==> config.mk <==
export PLATFORM = sky130hd
export DESIGN_NAME = klv_essence_element_locator_core
export DESIGN_NICKNAME = d
export VERILOG_FILES = /design/src/rtl/klvl_pkg.sv /design/src/rtl/klvl_step.sv /design/src/rtl/klv_essence_element_locator_core.sv
export SDC_FILE = /design/constraint.sdc
export NUM_CORES = 1
export LEC_CHECK = 0
export BUFFER_PORTS_ARGS = -buffer_cell sky130_fd_sc_hd__buf_2
export CAP_MARGIN = 10
export CELL_PAD_IN_SITES_DETAIL_PLACEMENT = 1
export CELL_PAD_IN_SITES_GLOBAL_PLACEMENT = 1
export CORE_AREA = 2 2 192 194
export DETAILED_ROUTE_END_ITERATION = 12
export DIE_AREA = 0 0 194 196
export PLACE_DENSITY_LB_ADDON = 0.1
export SLEW_MARGIN = 15
export SYNTH_ARGS = -nofsm -noshare
export SYNTH_HDL_FRONTEND = slang
export SYNTH_SLANG_ARGS = --single-unit
==> constraint.sdc <==
create_clock -name clk -period 12.8 [get_ports clk]
set_clock_uncertainty 0.05 [all_clocks]
set_input_delay 0 -clock clk [delete_from_list [all_inputs] [get_ports clk]]
set_output_delay 0 -clock clk [all_outputs]
set_load 0.03 [all_outputs]
==> src/rtl/klvl_pkg.sv <==
package klvl_pkg;

    localparam int OFS_W = 48;
    localparam int LEN_W = 64;

    typedef struct packed {
        logic [7:0] data_byte;
        logic       last_byte;
    } klvl_in_t;

    typedef struct packed {
        logic [1:0]       status;
        logic [OFS_W-1:0] essence_offset;
        logic [LEN_W-1:0] essence_length;
    } klvl_out_t;

    // Result status codes.
    localparam logic [1:0] STATUS_FOUND    = 2'd0;
    localparam logic [1:0] STATUS_EOS      = 2'd1;
    localparam logic [1:0] STATUS_PARTITION = 2'd2;
    localparam logic [1:0] STATUS_BER_LONG = 2'd3;

    typedef enum logic [1:0] {
        FS_KEY,
        FS_LEN0,
        FS_LENN,
        FS_SKIP
    } klvl_field_t;

    // Bit positions in the key match flags.
    localparam int FLAG_BODY = 0;
    localparam int FLAG_ESS  = 1;
    localparam int FLAG_PART = 2;

    localparam logic [3:0] KEY_LAST_IDX   = 4'd15;
    localparam logic [3:0] ESS_PREFIX_LEN = 4'd8;
    localparam logic [3:0] PART_PREFIX_LEN = 4'd13;
    localparam logic [6:0] BER_MAX_BYTES  = 7'd8;

    localparam logic [7:0] BODY_KEY [16] = '{
        8'h06, 8'h0e, 8'h2b, 8'h34, 8'h02, 8'h05, 8'h01, 8'h01,
        8'h0d, 8'h01, 8'h02, 8'h01, 8'h01, 8'h03, 8'h04, 8'h00 };

    // Only the first ESS_PREFIX_LEN entries are compared; the rest are padding.
    localparam logic [7:0] ESS_PREFIX [16] = '{
        8'h06, 8'h0e, 8'h2b, 8'h34, 8'h01, 8'h02, 8'h01, 8'h01,
        8'h00, 8'h00, 8'h00, 8'h00, 8'h00, 8'h00, 8'h00, 8'h00 };

    // Only the first PART_PREFIX_LEN entries are compared; the rest are padding.
    localparam logic [7:0] PART_PREFIX [16] = '{
        8'h06, 8'h0e, 8'h2b, 8'h34, 8'h02, 8'h05, 8'h01, 8'h01,
        8'h0d, 8'h01, 8'h02, 8'h01, 8'h01, 8'h00, 8'h00, 8'h00 };

    typedef struct packed {
        logic             search_phase;
        klvl_field_t      field_state;
        logic [3:0]       key_byte_index;
        logic [2:0]       key_match_flags;
        logic [3:0]       ber_bytes_left;
        logic [LEN_W-1:0] length_accumulator;
        logic [LEN_W-1:0] skip_remaining;
        logic             reported_flag;
    } klvl_state_t;

    localparam klvl_state_t STATE_RESET = '{
        search_phase:       1'b0,
        field_state:        FS_KEY,
        key_byte_index:     4'd0,
        key_match_flags:    3'b111,
        ber_bytes_left:     4'd0,
        length_accumulator: '0,
        skip_remaining:     '0,
        reported_flag:      1'b0
    };

endpackage

==> src/rtl/klvl_step.sv <==
module klvl_step
    import klvl_pkg::*;
#(
    parameter int OFFSET_BITS = 48
)
(
    input  klvl_state_t            cur,
    input  logic [OFFSET_BITS-1:0] cur_pos,
    input  klvl_in_t               in_word,
    output klvl_state_t            nxt,
    output logic [OFFSET_BITS-1:0] nxt_pos,
    output logic                   res_valid,
    output klvl_out_t              res_word
);

    logic [OFFSET_BITS-1:0] pos_inc;
    logic [63:0]            pos_wide;
    logic [LEN_W-1:0]       acc_shift;
    logic [LEN_W-1:0]       len_sel;
    logic                   len_fire;
    logic [3:0]             ber_left_dec;
    logic [LEN_W-1:0]       skip_dec;
    logic [7:0]             b;
    logic [3:0]             idx;

    assign b         = in_word.data_byte;
    assign idx       = cur.key_byte_index;
    assign pos_inc   = cur_pos + 1'b1;
    assign pos_wide  = 64'(pos_inc);
    assign acc_shift = {cur.length_accumulator[LEN_W-9:0], b};
    assign ber_left_dec = (cur.ber_bytes_left != 4'd0) ? cur.ber_bytes_left - 4'd1
                                                       : cur.ber_bytes_left;
    assign skip_dec  = (cur.skip_remaining != '0) ? cur.skip_remaining - 1'b1
                                                  : cur.skip_remaining;

    always_comb
    begin
        nxt       = cur;
        nxt_pos   = cur_pos;
        res_valid = 1'b0;
        res_word  = '0;
        len_sel   = '0;
        len_fire  = 1'b0;

        if (!cur.reported_flag)
        begin
            unique case (cur.field_state)
                FS_KEY:
                begin
                    if (b != BODY_KEY[idx])
                        nxt.key_match_flags[FLAG_BODY] = 1'b0;
                    if (idx < ESS_PREFIX_LEN && b != ESS_PREFIX[idx])
                        nxt.key_match_flags[FLAG_ESS] = 1'b0;
                    if (idx < PART_PREFIX_LEN && b != PART_PREFIX[idx])
                        nxt.key_match_flags[FLAG_PART] = 1'b0;
                    if (idx == KEY_LAST_IDX)
                    begin
                        nxt.key_byte_index = 4'd0;
                        nxt.field_state    = FS_LEN0;
                    end
                    else
                    begin
                        nxt.key_byte_index = idx + 4'd1;
                    end
                end
                FS_LEN0:
                begin
                    if (!b[7])
                    begin
                        len_fire = 1'b1;
                        len_sel  = LEN_W'(b);
                    end
                    else if (b[6:0] > BER_MAX_BYTES)
                    begin
                        res_valid         = 1'b1;
                        res_word.status   = STATUS_BER_LONG;
                        nxt.reported_flag = 1'b1;
                    end
                    else if (b[6:0] == 7'd0)
                    begin
                        len_fire = 1'b1;
                    end
                    else
                    begin
                        nxt.ber_bytes_left     = b[3:0];
                        nxt.length_accumulator = '0;
                        nxt.field_state        = FS_LENN;
                    end
                end
                FS_LENN:
                begin
                    nxt.length_accumulator = acc_shift;
                    nxt.ber_bytes_left     = ber_left_dec;
                    if (ber_left_dec == 4'd0)
                    begin
                        len_fire = 1'b1;
                        len_sel  = acc_shift;
                    end
                end
                FS_SKIP:
                begin
                    nxt.skip_remaining = skip_dec;
                    if (skip_dec == '0)
                    begin
                        nxt.field_state     = FS_KEY;
                        nxt.key_byte_index  = 4'd0;
                        nxt.key_match_flags = 3'b111;
                    end
                end
                default:
                begin
                    nxt = cur;
                end
            endcase

            // The length field of the current key is complete.
            if (len_fire)
            begin
                if (cur.search_phase && cur.key_match_flags[FLAG_ESS])
                begin
                    res_valid               = 1'b1;
                    res_word.status         = STATUS_FOUND;
                    res_word.essence_offset = pos_wide[OFS_W-1:0];
                    res_word.essence_length = len_sel;
                    nxt.reported_flag       = 1'b1;
                end
                else if (cur.search_phase && cur.key_match_flags[FLAG_PART])
                begin
                    res_valid         = 1'b1;
                    res_word.status   = STATUS_PARTITION;
                    nxt.reported_flag = 1'b1;
                end
                else
                begin
                    if (!cur.search_phase && cur.key_match_flags[FLAG_BODY])
                        nxt.search_phase = 1'b1;
                    nxt.skip_remaining  = len_sel;
                    nxt.field_state     = (len_sel == '0) ? FS_KEY : FS_SKIP;
                    nxt.key_byte_index  = 4'd0;
                    nxt.key_match_flags = 3'b111;
                end
            end

            nxt_pos = pos_inc;
        end

        // The final byte of a file reports end of stream if nothing was said yet,
        // then rearms the walker for the next file.
        if (in_word.last_byte)
        begin
            if (!res_valid && !cur.reported_flag)
            begin
                res_valid       = 1'b1;
                res_word        = '0;
                res_word.status = STATUS_EOS;
            end
            nxt     = STATE_RESET;
            nxt_pos = '0;
        end
    end

endmodule

==> src/rtl/klv_essence_element_locator_core.sv <==
// KLV essence element locator.
// The input channel (in_valid, in_stall, in_word) carries one file byte per word,
// from offset zero, with last_byte marking the final byte of the file. The block
// walks the KLV triplets, skips the closed-complete body partition pack and then
// reports the first essence element: its value offset and decoded BER length;
// a partition pack met first is reported instead. At most one result word per
// file leaves on the output channel (out_valid, out_stall, out_word); errors,
// partition packs and end of stream carry zero fields. Throughput is one byte
// per cycle while no result word waits under out_stall: each byte needs one
// pass through the step logic between the input register and the state and
// result registers. A result word is registered when its byte leaves the input
// register and stays on out_valid until the receiver takes it. While a result
// word waits under out_stall, the byte held in the input register waits too
// and in_stall rises; otherwise in_stall stays low. Reset clears all walker
// state, as does a word with last_byte set, so the next byte is taken as offset
// zero of a new file. No result is lost or repeated under stalls on either side.
module klv_essence_element_locator_core
    import klvl_pkg::*;
#(
    parameter int OFFSET_BITS = 48
)
(
    input  logic      clk,
    input  logic      rst_n,
    input  logic      in_valid,
    output logic      in_stall,
    input  klvl_in_t  in_word,
    output logic      out_valid,
    input  logic      out_stall,
    output klvl_out_t out_word
);

    logic                   in_valid_reg;
    klvl_in_t               in_word_reg;
    klvl_state_t            state_reg;
    klvl_state_t            state_next;
    logic [OFFSET_BITS-1:0] pos_reg;
    logic [OFFSET_BITS-1:0] pos_next;
    logic                   out_valid_reg;
    klvl_out_t              out_word_reg;
    logic                   res_valid;
    klvl_out_t              res_word;
    logic                   advance;

    assign advance   = in_valid_reg && (!out_valid_reg || !out_stall);
    assign in_stall  = in_valid_reg && !advance;
    assign out_valid = out_valid_reg;
    assign out_word  = out_word_reg;

    klvl_step #(
        .OFFSET_BITS(OFFSET_BITS)
    ) u_step (
        .cur      (state_reg),
        .cur_pos  (pos_reg),
        .in_word  (in_word_reg),
        .nxt      (state_next),
        .nxt_pos  (pos_next),
        .res_valid(res_valid),
        .res_word (res_word)
    );

    always_ff @(posedge clk or negedge rst_n)
    begin
        if (!rst_n)
        begin
            in_valid_reg  <= 1'b0;
            state_reg     <= STATE_RESET;
            pos_reg       <= '0;
            out_valid_reg <= 1'b0;
        end
        else
        begin
            if (!in_stall)
                in_valid_reg <= in_valid;
            if (advance)
            begin
                state_reg <= state_next;
                pos_reg   <= pos_next;
            end
            if (advance && res_valid)
                out_valid_reg <= 1'b1;
            else if (!out_stall)
                out_valid_reg <= 1'b0;
        end
    end

    always_ff @(posedge clk)
    begin
        if (!in_stall && in_valid)
            in_word_reg <= in_word;
        if (advance && res_valid)
            out_word_reg <= res_word;
    end

endmodule

Word level (Yosys, flattened, before mapping)

Memory sizes are Yosys's and may differ from the RTL's.
Cells that the tools add are included.
W data, S select, Z words.

Register bits: 308
Memory bits (read-only): 384
Input port bits: 13
Output and inout port bits: 116
Word-level logic and storage cells: 140
Memories kept: 3

Memories:

| memory           | words | bits a word | read ports | clocked after Yosys merged registers in | write ports | RTL line        | source |
|---|---|---|---|---|---|---|---|
| (name not given) | 16    | 8           | 1          | 0                                       | 0           | klvl_step.sv:52 | `if (idx < ESS_PREFIX_LEN && b != ESS_PREFIX[idx])` |
| (name not given) | 16    | 8           | 1          | 0                                       | 0           | klvl_step.sv:54 | `if (idx < PART_PREFIX_LEN && b != PART_PREFIX[idx])` |
| (name not given) | 16    | 8           | 1          | 0                                       | 0           | klvl_step.sv:50 | `if (b != BODY_KEY[idx])` |

Add/subtract/negate cells: 4
Order comparisons: 4
Equal/unequal tests: 14
Muxes and demuxes: 67
Bitwise operators: 1
Reduce and logical (&&, ||, !) cells: 31

Operators by type and width:

| cell                    | number |
|---|---|
| $mux W114               | 4 |
| $mux W64                | 6 |
| $mux W143               | 2 |
| $mux W68                | 3 |
| $pmux W68 S2            | 1 |
| $logic_not A64 Y1       | 2 |
| $pmux W64 S2            | 1 |
| $mux W112               | 1 |
| $mux W48                | 2 |
| $mux W65                | 1 |
| $reduce_bool A64 Y1     | 1 |
| $sub A64 B1 Y64 const B | 1 |
| $add A48 B1 Y48 const B | 1 |
| $mux W8                 | 6 |
| $mux W10                | 3 |
| $ne A8 B8 Y1            | 3 |
| $mux W1                 | 20 |
| $mux W2                 | 10 |
| $pmux W7 S2             | 1 |
| $reduce_and A6 Y1       | 2 |
| $logic_and A1 B1 Y1     | 10 |
| $mux W9                 | 1 |
| $ne A3 B3 Y1 const B    | 3 |
| $lt A4 B4 Y1 const B    | 2 |
| other kinds (23)        | 34 |

Longest topological paths before layout

Word-level depth: 14
Depth in mapped cells: 14
Gate-level depth less buffers: 12

Hierarchy

Synthesis repeated with hierarchy kept, for this count alone.

Cell total of the unflattened synthesis: 2121
Area total of the unflattened synthesis: 20126.8 um^2

Modules (own cells, without submodules):

| module                           | times used | cells each | area an instance (um^2) | sequential area each (um^2) |
|---|---|---|---|---|
| klv_essence_element_locator_core | 1          | 537        | 11129.4                 | 8526.9 |
| klvl_step                        | 1          | 1584       | 8997.4                  | 0.0 |

Worst setup path before layout

Ideal clock, no wire load.

Kind: register to register
From: register state_reg[129] (netlist bit)
To: register out_word_reg, in the netlist out_word[0] (enable)
Library setup time: 727 ps
Data arrival time: 9867 ps
Slack: 2155 ps
Stages on the path, launching flop included: 11
Period minus slack after synthesis: 10645 ps
Cells stage by stage: dfrtp_1 inv_1 ha_1 nand2b_1 o32a_1 nor3b_1 o21a_1 inv_1 nor2_1 nor3_1 nor3_1

Word-level cells in the longest chain between the ends: 13
Elaborated cells on any way between the ends: 14

RTL lines:

| element                                             | RTL line                               | source |
|---|---|---|
| from (decl)                                         | klv_essence_element_locator_core.sv:35 | `klvl_state_t state_reg;` |
| from (signal assigned)                              | klv_essence_element_locator_core.sv:77 | `state_reg <= state_next;` |
| $sub A4 B1 Y4 or $reduce_bool A4 Y1 (tied branches) | klvl_step.sv:31                        | `assign ber_left_dec = (cur.ber_bytes_left != 4'd0) ? cur.ber_bytes_left - 4'd1` |
| $mux W4 *                                           | klvl_step.sv:31                        |  |
| $logic_not A4 Y1 *                                  | klvl_step.sv:94                        | `if (ber_left_dec == 4'd0)` |
| $mux W1 *                                           | klvl_step.sv:94                        |  |
| $pmux W1 S2 *                                       | klvl_step.sv:47                        | `unique case (cur.field_state)` |
| $mux W1 *                                           | klvl_step.sv:45                        | `if (!cur.reported_flag)` |
| $mux W1 *                                           | klvl_step.sv:117                       | `if (len_fire)` |
| $mux W1 *                                           | klvl_step.sv:45                        |  |
| $logic_not A1 Y1                                    | klvl_step.sv:151                       | `if (!res_valid && !cur.reported_flag)` |
| $logic_and A1 B1 Y1                                 | klvl_step.sv:151                       |  |
| $mux W1                                             | klvl_step.sv:151                       |  |
| $mux W1 *                                           | klvl_step.sv:149                       | `if (in_word.last_byte)` |
| $logic_and A1 B1 Y1 *                               | klv_essence_element_locator_core.sv:91 | `if (advance && res_valid)` |
| to (signal assigned)                                | klv_essence_element_locator_core.sv:92 | `out_word_reg <= res_word;` |
| to (decl)                                           | klv_essence_element_locator_core.sv:40 | `klvl_out_t out_word_reg;` |

Every way passes the cells marked *; elsewhere a longest branch is shown, timed or not. The select of a mux whose other input is x is not followed.
A chain may end at the register's enable or synchronous reset.

Worst setup path in the final report

From: register state_reg[26] (netlist bit)
To: register state_reg[140] (netlist bit)

Word-level cells in the longest chain between the ends: 10
Elaborated cells on any way between the ends: 11

RTL lines:

| element                                                | RTL line         | source |
|---|---|---|
| $sub A64 B1 Y64 or $reduce_bool A64 Y1 (tied branches) | klvl_step.sv:33  | `assign skip_dec = (cur.skip_remaining != '0) ? cur.skip_remaining - 1'b1` |
| $mux W64 *                                             | klvl_step.sv:33  |  |
| $logic_not A64 Y1 *                                    | klvl_step.sv:103 | `if (skip_dec == '0)` |
| $mux W9 *                                              | klvl_step.sv:103 |  |
| $pmux W2 S3 *                                          | klvl_step.sv:47  |  |
| $mux W10                                               | klvl_step.sv:127 | `else if (cur.search_phase && cur.key_match_flags[FLAG_PART])` |
| $mux W10                                               | klvl_step.sv:119 | `if (cur.search_phase && cur.key_match_flags[FLAG_ESS])` |
| $mux W10 *                                             | klvl_step.sv:117 |  |
| $mux W143 *                                            | klvl_step.sv:45  |  |
| $mux W143 *                                            | klvl_step.sv:149 |  |

Marks and branches as above.

==> impl_summary.txt <==
----------------------------------------------------
[Route]
  Antenna Nets Post-Route ... 0
  Total wirelength of the detailed-routed design ... just under 60000 um
  Via density ... 6.28
  Wire length per cell after detailed routing ... 24.8 um
  Iteration-0 DRC count of the detailed router ... 858
  Remaining design rule violation count ... 0
  Via total after detailed routing ... 14800
  Number of detailed-routing iterations run before antenna repair ... 5

[Clocking]
  Clock Sinks ... between 300 and 400
  Clock tree root buffer cell ... sky130_fd_sc_hd__clkbuf_16
  Clock-pin slew on the worst setup and hold paths ... 0.07 ns
  Bufs on Longest Clock Path ... 3
  Insertion delay to the later sink of the worst-skew pair ... 0.55 ns
  TritonCTS clock tree ... done
  Resized cells post-CTS ... 0
  Clock buffer count from CTS ... 36
  H-Tree Depth ... 2

[Power]
  Static leakage power ... 0.00775 uW
  Peak ir drop on the vdd network ... 0.109 mV
  Total design power ... between 2000 and 2500 uW
  Power Density ... 129 mW/mm^2

[Global routing]
  Pin count of the biggest net entering global routing ... 89
  Initial antenna violation count ... 1
  Final global-route overflow total ... 0
  Global routing met3 resource utilization ... 5.74%
  Global-route wire length before repair ... 91500 um
  Number of global-route vias before repair ... 15500
  Aggregate global-route resource usage ... 30.7%
  Most used routing layer in global routing ... met2
  Met1 GRT Util ... 40.8%
  Met2 Usage GRT ... 49.2%

[Yosys]
  Top cells by area in the synthesized netlist ... sky130_fd_sc_hd__dfrtp_1, sky130_fd_sc_hd__edfxtp_1, sky130_fd_sc_hd__o21ai_0
  Prevailing post-synth register cell ... sky130_fd_sc_hd__dfrtp_1
  Post-synth cell types ... 77
  Total standard cell area after synthesis ... 0.0167 mm^2
  Area fraction of the dominant cell type after synthesis ... 27.3%
  Yosys synthesis warning count ... 0
  Synthesized flop and latch total ... 308
  Post-synth EDFFs ... 123
  Mean area per synthesized cell ... 9.33 um^2
  Post-Syn Nets ... around 1800
  Library cell occupying the most area in the post-synthesis netlist ... sky130_fd_sc_hd__dfrtp_1
  Cells after synthesis ... 1788
  Register area share after synthesis ... 49.9%
  Share of synthesized registers carrying an async set or reset ... roughly 60%

[Cells and area]
  Most common library cell in the layout ignoring fill and taps ... sky130_fd_sc_hd__nand2_1
  Fillers ... 4101
  Final non-filler cell total ... 2358
  Max FFs per register ... 135
  Final Cell Area ... 0.0190 mm^2
  Area occupied by multi-input gates ... 0.00777 mm^2
  Proportion of layout cells with a drive suffix above 1 ... between 10% and 20%
  # nets final ... 1888
  Core Util, Final ... 52.5%
  Area added between synthesis and finish ... 13.6%
  Commonest non-fill, non-tap cells in the layout ... sky130_fd_sc_hd__nand2_1, sky130_fd_sc_hd__o21ai_0, sky130_fd_sc_hd__dfrtp_1
  Sequential cell area ... roughly 0.0083 mm^2

[Setup path]
  WP data required ... about 13 ns
  Worst flop-to-flop path endpoint ... state_reg[140]$_DFFE_PN0P_
  Category of the worst setup path capture point ... flop
  FF-to-FF Start ... state_reg[26]$_DFFE_PN0P_
  Crit start category ... flop
  Worst-case reg-to-reg path depth ... 10
  WP data arrival ... 5.03 ns
  CP max FO ... 11
  Startpoint-to-endpoint class of the critical path ... reg2reg
  Worst R2R Setup Slack ... between 8 and 9 ns

[Timing]
  F_max ... around 220 MHz
  Setup-violating endpoint count in the final report ... 0
  Slew HR ... 33.8%
  Final Critical Period ... 4.65 ns
  Final worst path period share ... 36.3%
  Transition time at the pin with the least slew margin ... 0.989 ns
  Final hold violations ... 0
  Setup repair after global routing missed its margin ... no
  Max Slew Vio Count ... 0
  TNS Setup ... 0 ns

[Floorplan]
  Floorplan die area ... 0.0380 mm^2
  Io pins ... roughly 130
  Row Count ... 70
  Die Span X ... just under 200 um
  Starting Density ... 46.2%
  Area inside the core boundary ... 0.0361 mm^2
  Die Span Y ... around 200 um

[Run status]
  Status ... finished, final reports clean

[Worst hold path]
  Min-delay worst type ... in2async

[Place]
  Detailed placement HPWL ... 38900 um
  Port bufs ... between 100 and 150
  Placed insts ... about 2300
  Placed cell areas ... approximately 0.018 mm^2
  Routability congestion estimate from global placement ... 0.969

[Run]
  Maximum capacitance violations ... 0

----------------------------------------------------
## logic make-up after synthesis
kind of cell,share of synthesized area (%)
AO/OA/AOI/OAI,19.6
XOR/XNOR,4.25
adder cells (fa/ha/maj),1.05
buffers and inverters,3.77
flip-flops,49.9
multiplexers,0.457
AND/OR/NAND/NOR,21.0
## synth_stat cells (11+ instances only)
master	n
sky130_fd_sc_hd__inv_1	29
sky130_fd_sc_hd__a22o_1	52
sky130_fd_sc_hd__nand4_1	26
sky130_fd_sc_hd__clkbuf_1	111
sky130_fd_sc_hd__and3_1	25
sky130_fd_sc_hd__a21oi_1	101
sky130_fd_sc_hd__xor2_1	36
sky130_fd_sc_hd__o21ai_0	204
sky130_fd_sc_hd__buf_1	12
sky130_fd_sc_hd__nand2_1	204
sky130_fd_sc_hd__ha_1	14
sky130_fd_sc_hd__a31oi_1	24
sky130_fd_sc_hd__nor3_1	57
sky130_fd_sc_hd__o31ai_1	37
sky130_fd_sc_hd__nand3_1	40
sky130_fd_sc_hd__xnor2_1	45
sky130_fd_sc_hd__dfrtp_1	182
sky130_fd_sc_hd__edfxtp_1	123
sky130_fd_sc_hd__nor2_1	148
sky130_fd_sc_hd__nor4_1	44
sky130_fd_sc_hd__and2_1	75
sky130_fd_sc_hd__a22oi_1	11
## metrics by stage
| stage | setup slack [ns] | hold slack [ns] |
|---|---|---|
| floorplan | 2.16 | -0.346 |
| global route | 7.99 | 0.113 |
| finish | 8.15 | 0.0395 |
| global placement | 8.46 | 0.0807 |
| CTS | 8.34 | 0.0810 |
| detailed placement | 8.34 | 0.0735 |
## timing repair
item	CTS	global route
hold endpoints to repair	107	0
hold buffers	13	0
setup endpoints to repair	0	0
buffers inserted	0	0
## per-layer routing
| layer | vias to the layer above | wire length (um) | share of wire [%] |
|---|---|---|---|
| met2 | 489 | 27000 | 46 |
| li1 | 6703 | - | - |
| met3 | 143 | 3790 | 6.5 |
| met4 | 0 | 2500 | 4.3 |
| met1 | 7485 | 25200 | 43 |
| met5 | - | 0 | 0 |
## how the worst max path moves through the flow
stage                                     from                          to  slack, ns  cells after the start
floorplan           state_reg[129]$_DFFE_PN0P_       out_word[0]$_DFFE_PP_       2.16                     10
global route         state_reg[32]$_DFFE_PN0P_  state_reg[139]$_DFFE_PN0P_       7.99                     10
CTS                   state_reg[1]$_DFFE_PN0P_  state_reg[140]$_DFFE_PN0P_       8.34                     12
finish               state_reg[26]$_DFFE_PN0P_  state_reg[140]$_DFFE_PN0P_       8.15                     10
detailed placement    state_reg[1]$_DFFE_PN0P_  state_reg[140]$_DFFE_PN0P_       8.34                     12
global placement      state_reg[1]$_DFFE_PN0P_  state_reg[140]$_DFFE_PN0P_       8.46                     12
## worst max-delay path: stages (launching register included)
cell	delay, ns
sky130_fd_sc_hd__dfrtp_1	0.45
sky130_fd_sc_hd__nor4_1	0.72
sky130_fd_sc_hd__nand4_1	0.42
sky130_fd_sc_hd__nor2_1	0.79
sky130_fd_sc_hd__nand2_1	0.22
sky130_fd_sc_hd__a2111oi_0	0.73
sky130_fd_sc_hd__nand4_1	0.20
sky130_fd_sc_hd__nor4_2	0.44
sky130_fd_sc_hd__a21oi_2	0.18
sky130_fd_sc_hd__a211oi_2	0.24
sky130_fd_sc_hd__o31ai_1	0.10
## report_power, final
part	switching, uW	internal [uW]
Sequential	35.2	1070
Combinational	208	93.1
Clock	428	625
## area by class of cell
| class | instances | share of cell area (%) |
|---|---|---|
| antenna | 1 | 0.0132 |
| clock buffer | 48 | 5.21 |
| clock inverter | 18 | 1.04 |
| inverter | 29 | 0.574 |
| multi-input combinational | 1319 | 41.0 |
| sequential | 308 | 43.9 |
| tap | 468 | 3.09 |
| timing repair buffer | 167 | 5.14 |
Note: power is estimated with default switching activity, not from simulation.
